File: config.mk
export PLATFORM = sky130hd
export DESIGN_NAME = reorder_receiver_cumulative_ack
export DESIGN_NICKNAME = d
export VERILOG_FILES = /design/src/hdl/rrca_pkg.sv /design/src/hdl/rrca_ram.sv /design/src/hdl/rrca_ctrl.sv /design/src/hdl/rrca_dp.sv /design/src/hdl/reorder_receiver_cumulative_ack.sv
export VERILOG_INCLUDE_DIRS = /design/src /design/src/hdl
export SDC_FILE = /design/constraint.sdc
export NUM_CORES = 1
export LEC_CHECK = 0
export BUFFER_PORTS_ARGS = -buffer_cell sky130_fd_sc_hd__buf_2
export CORE_MARGIN = 2
export CORE_UTILIZATION = 65
export CTS_BUF_LIST = sky130_fd_sc_hd__clkbuf_8
export CTS_CLUSTER_DIAMETER = 200
export DETAILED_ROUTE_END_ITERATION = 16
export HOLD_SLACK_MARGIN = 0.12
export PLACE_DENSITY = 0.82
export SYNTH_ARGS = -nofsm -noshare
export SYNTH_HDL_FRONTEND = slang
export SYNTH_SLANG_ARGS = --single-unit
File: constraint.sdc
create_clock -name clock -period 10.4 [get_ports clock]
set_input_delay 2.08 -clock clock [delete_from_list [all_inputs] [get_ports clock]]
set_output_delay 2.08 -clock clock [all_outputs]
set_load 0.01 [all_outputs]
File: src/hdl/assert_macros.svh
// ----------------------------------------------------------------------------
// assert_macros.svh
// Assertion helpers for the RTL files that check their own behaviour.
// ----------------------------------------------------------------------------
`ifndef ASSERT_MACROS_SVH
`define ASSERT_MACROS_SVH

// same-cycle implication, ignored while in reset
`define ASSERT_IMPLY(label, clk, rst, ante, cons) \
   label: assert property (@(posedge clk) disable iff (rst) (ante) |-> (cons)) \
      else $error("assertion failed: same-cycle implication");

// next-cycle implication, ignored while in reset
`define ASSERT_NEXT(label, clk, rst, ante, cons) \
   label: assert property (@(posedge clk) disable iff (rst) (ante) |=> (cons)) \
      else $error("assertion failed: next-cycle implication");

`endif

File: src/hdl/rrca_pkg.sv
// ----------------------------------------------------------------------------
// rrca_pkg
// Types and constants of the reorder receiver with cumulative ack.
// ----------------------------------------------------------------------------
`default_nettype none

package rrca_pkg;

   localparam int WINDOW      = 32;
   localparam int MAX_RESULTS = 32;
   localparam int SLOT_W      = $clog2(WINDOW);
   localparam int CNT_W       = $clog2(MAX_RESULTS + 1);
   localparam int SEQ_W       = 16;
   localparam int LEN_W       = 8;
   localparam int REF_W       = 8;

   localparam logic [LEN_W-1:0] MAX_LEN_RESET = 8'd124;
   localparam logic [SEQ_W-1:0] NEXT_EXP_RESET = 16'd1;

   typedef struct packed {
      logic [SEQ_W-1:0] seq_num;
      logic [LEN_W-1:0] payload_len;
      logic [REF_W-1:0] payload_ref;
      logic             check_ok;
   } req_type;

   typedef struct packed {
      logic             deliver;
      logic [SEQ_W-1:0] ack_seq;
      logic [LEN_W-1:0] out_len;
      logic [REF_W-1:0] out_ref;
      logic             last;
   } rsp_type;

   // controller to datapath
   typedef struct packed {
      logic load;
      logic eval;
      logic drain;
   } ctrl_cmd_type;

   // datapath to controller
   typedef struct packed {
      logic more;
   } dp_status_type;

endpackage

`default_nettype wire

File: src/hdl/rrca_ram.sv
// ----------------------------------------------------------------------------
// rrca_ram
// Generic single-write, single-read RAM with registered read data.
// ----------------------------------------------------------------------------
`default_nettype none

module rrca_ram #(
   parameter int WIDTH = 16,
   parameter int DEPTH = 32
) (
   input  wire logic                     clock,
   input  wire logic                     wr_en,
   input  wire logic [$clog2(DEPTH)-1:0] wr_addr,
   input  wire logic [WIDTH-1:0]         wr_data,
   input  wire logic [$clog2(DEPTH)-1:0] rd_addr,
   output logic      [WIDTH-1:0]         rd_data
);

   logic [WIDTH-1:0] mem_ff [DEPTH];
   logic [WIDTH-1:0] rd_data_ff;

   always_ff @(posedge clock) begin
      if (wr_en) begin
         mem_ff[wr_addr] <= wr_data;
      end
      rd_data_ff <= mem_ff[rd_addr];
   end

   assign rd_data = rd_data_ff;

endmodule

`default_nettype wire

File: src/hdl/rrca_ctrl.sv
// ----------------------------------------------------------------------------
// rrca_ctrl
// Sequencer: accept a packet, classify it, then walk the buffered run.
// ----------------------------------------------------------------------------
`default_nettype none

module rrca_ctrl (
   input  wire logic                   clock,
   input  wire logic                   reset,
   input  wire logic                   start,
   input  wire rrca_pkg::dp_status_type status,
   output logic                        busy,
   output rrca_pkg::ctrl_cmd_type      cmd
);

   typedef enum logic [2:0] {
      ST_IDLE  = 3'b001,
      ST_EVAL  = 3'b010,
      ST_DRAIN = 3'b100
   } state_type;

   state_type state_ff, state_in;

   always_comb begin
      state_in = state_ff;
      case (state_ff)
         ST_IDLE: begin
            if (start) begin
               state_in = ST_EVAL;
            end
         end
         ST_EVAL, ST_DRAIN: begin
            state_in = status.more ? ST_DRAIN : ST_IDLE;
         end
         default: begin
            state_in = ST_IDLE;
         end
      endcase
   end

   always_ff @(posedge clock) begin
      if (reset) begin
         state_ff <= ST_IDLE;
      end else begin
         state_ff <= state_in;
      end
   end

   assign busy      = (state_ff != ST_IDLE);
   assign cmd.load  = (state_ff == ST_IDLE) && start;
   assign cmd.eval  = (state_ff == ST_EVAL);
   assign cmd.drain = (state_ff == ST_DRAIN);

endmodule

`default_nettype wire

File: src/hdl/rrca_dp.sv
// ----------------------------------------------------------------------------
// rrca_dp
// Datapath: window state, slot store, classification and result forming.
// ----------------------------------------------------------------------------
`default_nettype none

module rrca_dp (
   input  wire logic                            clock,
   input  wire logic                            reset,
   input  wire rrca_pkg::ctrl_cmd_type          cmd,
   input  wire rrca_pkg::req_type               req_item,
   input  wire logic                            csr_wr_en,
   input  wire logic [rrca_pkg::LEN_W-1:0]      csr_wr_data,
   output rrca_pkg::dp_status_type              status,
   output logic                                 rsp_valid,
   output rrca_pkg::rsp_type                    rsp_item
);

   localparam int SW = rrca_pkg::SLOT_W;
   localparam int CW = rrca_pkg::CNT_W;
   localparam int QW = rrca_pkg::SEQ_W;

   rrca_pkg::req_type              req_ff;
   logic [rrca_pkg::LEN_W-1:0]     max_len_ff;
   logic [QW-1:0]                  next_exp_ff, next_exp_in;
   logic [SW-1:0]                  exp_slot_ff, exp_slot_in;
   logic [rrca_pkg::WINDOW-1:0]    valid_ff;
   logic [CW-1:0]                  cnt_ff, cnt_in;

   logic [QW-1:0]  seq_dist;
   logic           len_ok, in_order, future, wrapped, step;
   logic [SW:0]    slot_sum;
   logic [SW-1:0]  seq_slot, slot_inc;
   logic [rrca_pkg::LEN_W+rrca_pkg::REF_W-1:0] rd_data;

   // classification of the latched packet
   assign seq_dist = req_ff.seq_num - next_exp_ff;
   assign len_ok   = req_ff.check_ok && (req_ff.payload_len != '0)
                     && (req_ff.payload_len <= max_len_ff);
   assign in_order = len_ok && (seq_dist == '0);
   assign future   = len_ok && (seq_dist != '0) && (seq_dist < QW'(rrca_pkg::WINDOW));

   // seq mod window: from the expected slot plus distance, or directly
   // when the sequence number wrapped past zero
   assign wrapped  = (req_ff.seq_num < next_exp_ff);
   assign slot_sum = {1'b0, exp_slot_ff} + {1'b0, seq_dist[SW-1:0]};
   always_comb begin
      if (wrapped) begin
         seq_slot = req_ff.seq_num[SW-1:0];
      end else if (slot_sum >= (SW+1)'(rrca_pkg::WINDOW)) begin
         seq_slot = SW'(slot_sum - (SW+1)'(rrca_pkg::WINDOW));
      end else begin
         seq_slot = slot_sum[SW-1:0];
      end
   end

   always_comb begin
      if (next_exp_ff == '1) begin
         slot_inc = '0;
      end else if (exp_slot_ff == SW'(rrca_pkg::WINDOW - 1)) begin
         slot_inc = '0;
      end else begin
         slot_inc = exp_slot_ff + SW'(1);
      end
   end

   assign step        = (cmd.eval && in_order) || cmd.drain;
   assign next_exp_in = step ? next_exp_ff + QW'(1) : next_exp_ff;
   assign exp_slot_in = step ? slot_inc : exp_slot_ff;
   assign cnt_in      = cmd.eval ? CW'(1) : cnt_ff + CW'(1);
   assign status.more = step && (cnt_in < CW'(rrca_pkg::MAX_RESULTS)) && valid_ff[slot_inc];

   always_ff @(posedge clock) begin
      if (cmd.load) begin
         req_ff <= req_item;
      end
   end

   always_ff @(posedge clock) begin
      if (reset) begin
         max_len_ff  <= rrca_pkg::MAX_LEN_RESET;
         next_exp_ff <= rrca_pkg::NEXT_EXP_RESET;
         exp_slot_ff <= SW'(rrca_pkg::NEXT_EXP_RESET % rrca_pkg::WINDOW);
         valid_ff    <= '0;
         cnt_ff      <= '0;
      end else begin
         if (csr_wr_en) begin
            max_len_ff <= csr_wr_data;
         end
         next_exp_ff <= next_exp_in;
         exp_slot_ff <= exp_slot_in;
         if (cmd.eval || cmd.drain) begin
            cnt_ff <= cnt_in;
         end
         if (step) begin
            valid_ff[exp_slot_ff] <= 1'b0;
         end
         if (cmd.eval && future) begin
            valid_ff[seq_slot] <= 1'b1;
         end
      end
   end

   // read address is the next expected slot, so the registered read data is ready for the walk
   rrca_ram #(
      .WIDTH (rrca_pkg::LEN_W + rrca_pkg::REF_W),
      .DEPTH (rrca_pkg::WINDOW)
   ) u_slot_ram (
      .clock   (clock),
      .wr_en   (cmd.eval && future),
      .wr_addr (seq_slot),
      .wr_data ({req_ff.payload_len, req_ff.payload_ref}),
      .rd_addr (exp_slot_in),
      .rd_data (rd_data)
   );

   always_comb begin
      rsp_valid        = cmd.eval || cmd.drain;
      rsp_item.deliver = 1'b0;
      rsp_item.ack_seq = next_exp_ff - QW'(1);
      rsp_item.out_len = '0;
      rsp_item.out_ref = '0;
      rsp_item.last    = !status.more;
      if (cmd.drain) begin
         rsp_item.deliver = 1'b1;
         rsp_item.ack_seq = next_exp_ff;
         rsp_item.out_len = rd_data[rrca_pkg::LEN_W+rrca_pkg::REF_W-1:rrca_pkg::REF_W];
         rsp_item.out_ref = rd_data[rrca_pkg::REF_W-1:0];
      end else if (in_order) begin
         rsp_item.deliver = 1'b1;
         rsp_item.ack_seq = next_exp_ff;
         rsp_item.out_len = req_ff.payload_len;
         rsp_item.out_ref = req_ff.payload_ref;
      end
   end

endmodule

`default_nettype wire

File: src/hdl/reorder_receiver_cumulative_ack.sv
// ----------------------------------------------------------------------------
// reorder_receiver_cumulative_ack
// Receive window that buffers out-of-order packets and delivers in order.
// ----------------------------------------------------------------------------
//  channel   ports                      handshake
//  request   start, busy, req_item      taken when start high and busy low
//  response  rsp_valid, rsp_item        one beat per cycle, cannot be stalled
//  csr       csr_wr_en, csr_wr_data     max_length written when csr_wr_en high
//
//  a packet is latched on acceptance, then classified in ST_EVAL, which emits the first beat
//  each buffered packet released by an in-order arrival adds a drain beat,
//  one beat a cycle from the slot RAM, up to MAX_RESULTS beats per packet
//  busy stays high until the last beat has been emitted
//  synchronous reset; no clearing pass, slot valid bits are flops
// ----------------------------------------------------------------------------
`default_nettype none
`include "assert_macros.svh"

module reorder_receiver_cumulative_ack (
   input  wire logic                        clock,
   input  wire logic                        reset,
   input  wire logic                        start,
   output logic                             busy,
   input  wire rrca_pkg::req_type           req_item,
   output logic                             rsp_valid,
   output rrca_pkg::rsp_type                rsp_item,
   input  wire logic                        csr_wr_en,
   input  wire logic [rrca_pkg::LEN_W-1:0]  csr_wr_data
);

   rrca_pkg::ctrl_cmd_type  cmd;
   rrca_pkg::dp_status_type status;

   rrca_ctrl u_ctrl (
      .clock  (clock),
      .reset  (reset),
      .start  (start),
      .status (status),
      .busy   (busy),
      .cmd    (cmd)
   );

   rrca_dp u_dp (
      .clock       (clock),
      .reset       (reset),
      .cmd         (cmd),
      .req_item    (req_item),
      .csr_wr_en   (csr_wr_en),
      .csr_wr_data (csr_wr_data),
      .status      (status),
      .rsp_valid   (rsp_valid),
      .rsp_item    (rsp_item)
   );

   // every accepted packet answers on the next cycle
   `ASSERT_NEXT(a_first_beat, clock, reset, start && !busy, rsp_valid)
   // beats only come out while a packet is in hand
   `ASSERT_IMPLY(a_beat_busy, clock, reset, rsp_valid, busy)
   // a non-final beat is always followed by another
   `ASSERT_NEXT(a_walk_cont, clock, reset, rsp_valid && !rsp_item.last, rsp_valid)
   // the final beat frees the block
   `ASSERT_NEXT(a_last_idle, clock, reset, rsp_valid && rsp_item.last, !busy)
   // an ack-only beat ends the packet
   `ASSERT_IMPLY(a_ack_last, clock, reset, rsp_valid && !rsp_item.deliver, rsp_item.last)

endmodule

`default_nettype wire
**Word-level counts from Yosys, hierarchy flattened**

Memories as Yosys holds them, arrays and structs flattened. A register that Yosys moved wholly into a read port is not among the register bits.
Cells that the tools add are included.
Widths: inputs -> output; s select.

- $add $sub $neg: 7
- Reductions and logical operators: 19
- Bitwise gates (word level): 3
- Multiplexer cells: 22
- Order comparisons: 10
- Eq/ne operators: 7

Operators by type and width:

| kind | number |
|---|---|
| $mux 32 | 3 |
| $mux 33 | 2 |
| $and 32x32->32 | 1 |
| $not 32->32 | 1 |
| $or 32x32->32 | 1 |
| $mux 5 | 5 |
| $lt 5x6->1 const B | 3 |
| $add 16x1->16 const B | 1 |
| $eq 16x16->1 const B | 1 |
| $logic_not 16->1 | 1 |
| $lt 16x16->1 | 1 |
| $lt 16x6->1 const B | 1 |
| $reduce_bool 16->1 | 1 |
| $sub 16x1->16 const B | 1 |
| $sub 16x16->16 | 1 |
| $logic_and 1x1->1 | 12 |
| $demux 1 s5 | 2 |
| $ge 5x1->1 const B | 2 |
| $le 8x8->1 | 1 |
| $reduce_bool 8->1 | 1 |
| $add 5x5->6 | 1 |
| $add 6x1->6 const B | 1 |
| $ge 6x6->1 const B | 1 |
| $lt 6x6->1 const B | 1 |
| 16 further kinds | 22 |

- Logic and storage cells: 79
- Register bits: 103
- Memories: 1
- Bits of input ports: 45
- Memory bits (writable): 512

Memory list:

| memory | words | width | read ports | clocked after Yosys merged registers in | wr ports | line | RTL |
|---|---|---|---|---|---|---|---|
| u_dp.u_slot_ram.mem_ff | 32 | 16 | 1 | 1 | 1 | rrca_ram.sv:19 | `logic [WIDTH-1:0] mem_ff [DEPTH];` |

**Longest topological paths before layout**

- Word-level depth: 11
- Gate-level depth with buffers: 19
- Mapped depth without buffers: 16

**Cells and area by module**

Synthesis repeated with hierarchy kept, for this count alone.

- Cell total of the unflattened synthesis: 1895
- Area total of the unflattened synthesis: 27035.9 µm²

By module, submodules not included:

| module | cells an instance | area an instance (µm²) | sequential area each (µm²) | instances |
|---|---|---|---|---|
| rrca_ram | 1143 | 20535.9 | 15695.1 | 1 |
| rrca_dp | 738 | 6344.8 | 2332.2 | 1 |
| rrca_ctrl | 14 | 155.1 | 60.1 | 1 |

**Least setup slack after synthesis**

No wires, ideal clock.

- Kind: flip-flop to output port
- Start: register u_dp.next_exp_ff[6]
- End: output rsp_item[26] (netlist name)
- Arrival: 3.506 ns
- Buffers on the path: 1
- Setup slack: 4.814 ns
- Data required time: 8.320 ns
- Cell stages (with the launch flop): 16
- Cell sequence: dfxtp_1 clkbuf_1 inv_1 ha_1 a21o_1 a31o_1 and3_1 nor4b_2 mux2i_1 nor4_2 a21oi_4 clkinv_2 nor3_1 nand2_1 nor4_1 xnor2_1

RTL lines:

| element | line | RTL |
|---|---|---|
| start: declaration | rrca_dp.sv:25 | `logic [QW-1:0] next_exp_ff, next_exp_in;` |
| start signal: assignment | rrca_dp.sv:82 | `next_exp_ff <= rrca_pkg::NEXT_EXP_RESET;` |
| start signal: assignment | rrca_dp.sv:90 | `next_exp_ff <= next_exp_in;` |
| end: declaration | reorder_receiver_cumulative_ack.sv:26 | `output rrca_pkg::rsp_type rsp_item,` |

==> results by group <==
Clocking
  • Clk sinks: 631
  • H-tree depth: 3
  • Clock transition at path regs: 0.06 ns
  • Root Driver: clkbuf_8
  • # resized after CTS: 0
  • Worst skew pair latency: 0.70 ns
  • CTS max path bufs: 3
  • CTS tree: done
  • Setup bufs post-CTS: 0
  • Hold-fix buffers, CTS: 0
  • Inserted Clock Buffers: 96

Routing
  • # DRC: 0
  • Final wirelength: 62900 µm
  • Vias: 15700
  • Met2 routed WL: 29600 µm
  • Drt wl/cell: 26.3 µm
  • DRT Pass-1 Iters: 6
  • Wire length on met3: 6490 µm
  • Antenna viol nets, final: 0
  • M1 WL: 24700 µm
  • Vias/cell: 6.58
  • Initial DRC count: 1916
  • Top sig layer: met4

Pwr
  • VDD IR-drop max: 0.124 mV
  • Lkg Pwr: 10.1 nW
  • Power Dens Cells: 173 mW/mm²

Global route
  • First-pass GRT wire length: 93500 µm
  • Largest net degree at the start of global routing: 65
  • Vias in the first global route: 15600
  • Total track usage: 30.8%
  • Initial antenna violation count: 1
  • Global route overflow: 0

Synth
  • Ys flop type: edfxtp_1
  • Ys Warns: 0
  • Mapped cell area: 0.0263 mm²
  • Syn Inst Count: 1633
  • Synth top cells by count: edfxtp_1 (545), mux4_2 (96), mux2i_1 (91)
  • Synth area leader: edfxtp_1
  • #FFs+latches synth: 631
  • Most frequent cell after synthesis: edfxtp_1
  • Seq/Total Area, Yosys: 68.7%
  • Synth area leaders: edfxtp_1 (62%), mux4_2 (8.2%), dfxtp_1 (6.5%), mux2i_1 (3.5%), ha_1 (1.8%)
  • Syn Area/Cell: 16.1 µm²
  • Ys async rst share: 0%
  • Post-synth EDFFs: 545
  • Post-Syn Nets: 1717
  • Count of cell types in the netlist: 76
  • Area share of the largest cell type after synthesis: 62.2%

Floorplan
  • Chip width: 205 µm
  • Die area: 0.0421 mm²
  • Starting Density: 66.1%
  • I/O pins: 81
  • Core area: 0.0398 mm²
  • Die outline height: 205 µm
  • Rows: 73

Final layout
  • Nets: 1863
  • Layout Cell Area excl Fill: 0.0292 mm²
  • Core Util, Final: 73.4%
  • Layout cells sized above 1: 22.3%
  • Layout area overhead: 11.0%

Flow run
  • Max Cap Violations: 0

Setup path
  • CP Cell Sequence: inv_1 -> ha_1 -> a21o_1 -> a21oi_1 -> a21oi_1 -> nor4b_2 -> mux2i_1 -> nor4_2 -> a21oi_4 -> clkinv_2 -> nor3_1 -> nand2_1 -> nor4_1 -> xnor2_1 -> buf_2
  • Worst path most repeated cell: a21oi_1
  • Max incr delay on CP: 0.45 ns
  • Crit. End Element: output pin
  • Worst path arrival time: 5.02 ns
  • Startpoint types: flip-flop
  • CP max-delay cell: dfxtp_1
  • Crit Path Max Fanout: 8
  • Crit Path Category: flip-flop to output pin
  • Critical Path RT: 8.32 ns
  • Top Family by Delay on Critical Path: simple AND/OR/NAND/NOR gates
  • Buf/Inv on CP: 3

Timing
  • Slew Limit Fails: 0
  • Tmin final: 7.10 ns
  • Final Hold Vio Count: 0
  • Final worst slack: 3.30 ns
  • Fmax: 0.141 GHz
  • Slew HR: 26.6%
  • Clock Skews: 0.0384 ns
  • Final setup fails: 0
  • Setup tns final: 0 ns
  • Hold slack: 0.480 ns
  • Unrepaired setup endpoints after global routing: no
  • Final worst-path cycle share: 68.3%
  • Slew @ Worst Pin: 1.10 ns

Placement
  • Placed Area: 0.0273 mm²
  • IO Port Bufs: 80
  • Post-Place Worst Slack: 4.13 ns
  • Detail Placement HPWL: 38800 µm
  • Routability congestion estimate: 0.938

Outcome
  • Status: finished clean

Min path
  • Hold Crit Class: flip-flop to flip-flop
[per-layer routing]
layer	global-route usage [%]	up-vias
met5	0	-
met4	12.1	0
met3	5.83	144
met2	48.0	919
met1	43.8	7933
li1	-	6727
[flip-flops by register name (all words and copies together), names as in the netlist]
name                     cells
u_dp.cnt_ff                  6
u_dp.u_slot_ram.mem_ff     512
u_dp.valid_ff               32
u_dp.max_len_ff              8
u_dp.u_slot_ram.rd_data     16
u_dp.req_ff                 33
u_dp.exp_slot_ff             5
u_dp.next_exp_ff            16
u_ctrl.state_ff              3
[worst reg2reg max path: cells and delay by family (launching register included)]
family | cells | cell delay, ns
buf+inv | 4 | 2.02
compound gates | 8 | 1.70
mux | 1 | 0.69
simple gates | 2 | 0.55
flops | 1 | 0.45
fa+ha+maj | 1 | 0.42
xor+xnor | 1 | 0.27
[cell type report]
cell class | count | area [µm²]
antenna | 1 | 2.50
multi-input combinational | 862 | 7600
sequential | 631 | 18100
clock buffer | 112 | 1540
tap | 525 | 657
timing repair buffer | 116 | 671
fill | 2448 | 10600
inverter | 72 | 272
clock inverter | 69 | 389
[placed cells by master, fill, tap and decap left out, types with 15 or more instances in the layout]
| cell type | count |
|---|---|
| inv_1 | 103 |
| clkinv_1 | 15 |
| nand4_1 | 17 |
| nor4_2 | 16 |
| dfxtp_1 | 86 |
| o21ai_0 | 46 |
| o2bb2ai_1 | 15 |
| clkbuf_8 | 112 |
| nor2_1 | 72 |
| mux2_2 | 24 |
| edfxtp_1 | 545 |
| xnor2_1 | 38 |
| buf_2 | 80 |
| nand3_1 | 16 |
| o22ai_1 | 52 |
| buf_4 | 36 |
| mux2i_1 | 91 |
| a21o_1 | 18 |
| and3_1 | 23 |
| a21oi_1 | 64 |
| mux4_2 | 96 |
| ha_1 | 37 |
| nand2_1 | 83 |
| nor3_1 | 16 |
[path summary, 6_finish.rpt]
check,startpoint,end,slack (ns),cells after the start
max,u_dp.next_exp_ff[4]$_SDFFE_PP0N_,rsp_item[26],3.30,15
min,u_dp.valid_ff[3]$_SDFF_PP0_,u_dp.valid_ff[3]$_SDFF_PP0_,0.48,2
max reg2reg,u_dp.next_exp_ff[4]$_SDFFE_PP0N_,u_dp.u_slot_ram.rd_data[13]$_DFF_P_,4.16,17
min reg2reg,u_dp.valid_ff[3]$_SDFF_PP0_,u_dp.valid_ff[3]$_SDFF_PP0_,0.48,2
[per-stage QoR]
step,total power (W),instances
6_report,0.00506,2388
5_1_grt,0.00521,2387
4_1_cts,0.00507,2387
3_5_place_dp,0.00310,2206
3_3_place_gp,0.00309,2206
2_1_floorplan,0.00302,1633
[cell families after synthesis]
family / after synthesis / share of synthesized area [%]
buffers and inverters: 140 / 2.52
XOR/XNOR: 43 / 1.43
flip-flops: 631 / 68.7
adder cells (fa/ha/maj): 39 / 1.91
multiplexers: 213 / 12.8
AO/OA/AOI/OAI: 261 / 6.42
AND/OR/NAND/NOR: 306 / 6.24
[power by group]
part	switching [W]	leakage, nW	internal, W
Sequential	0.0000119	5.62	0.00277
Combinational	0.000173	3.39	0.0000913
Clock	0.000952	1.12	0.00106
No activity file was read; power rests on OpenSTA's default activity.
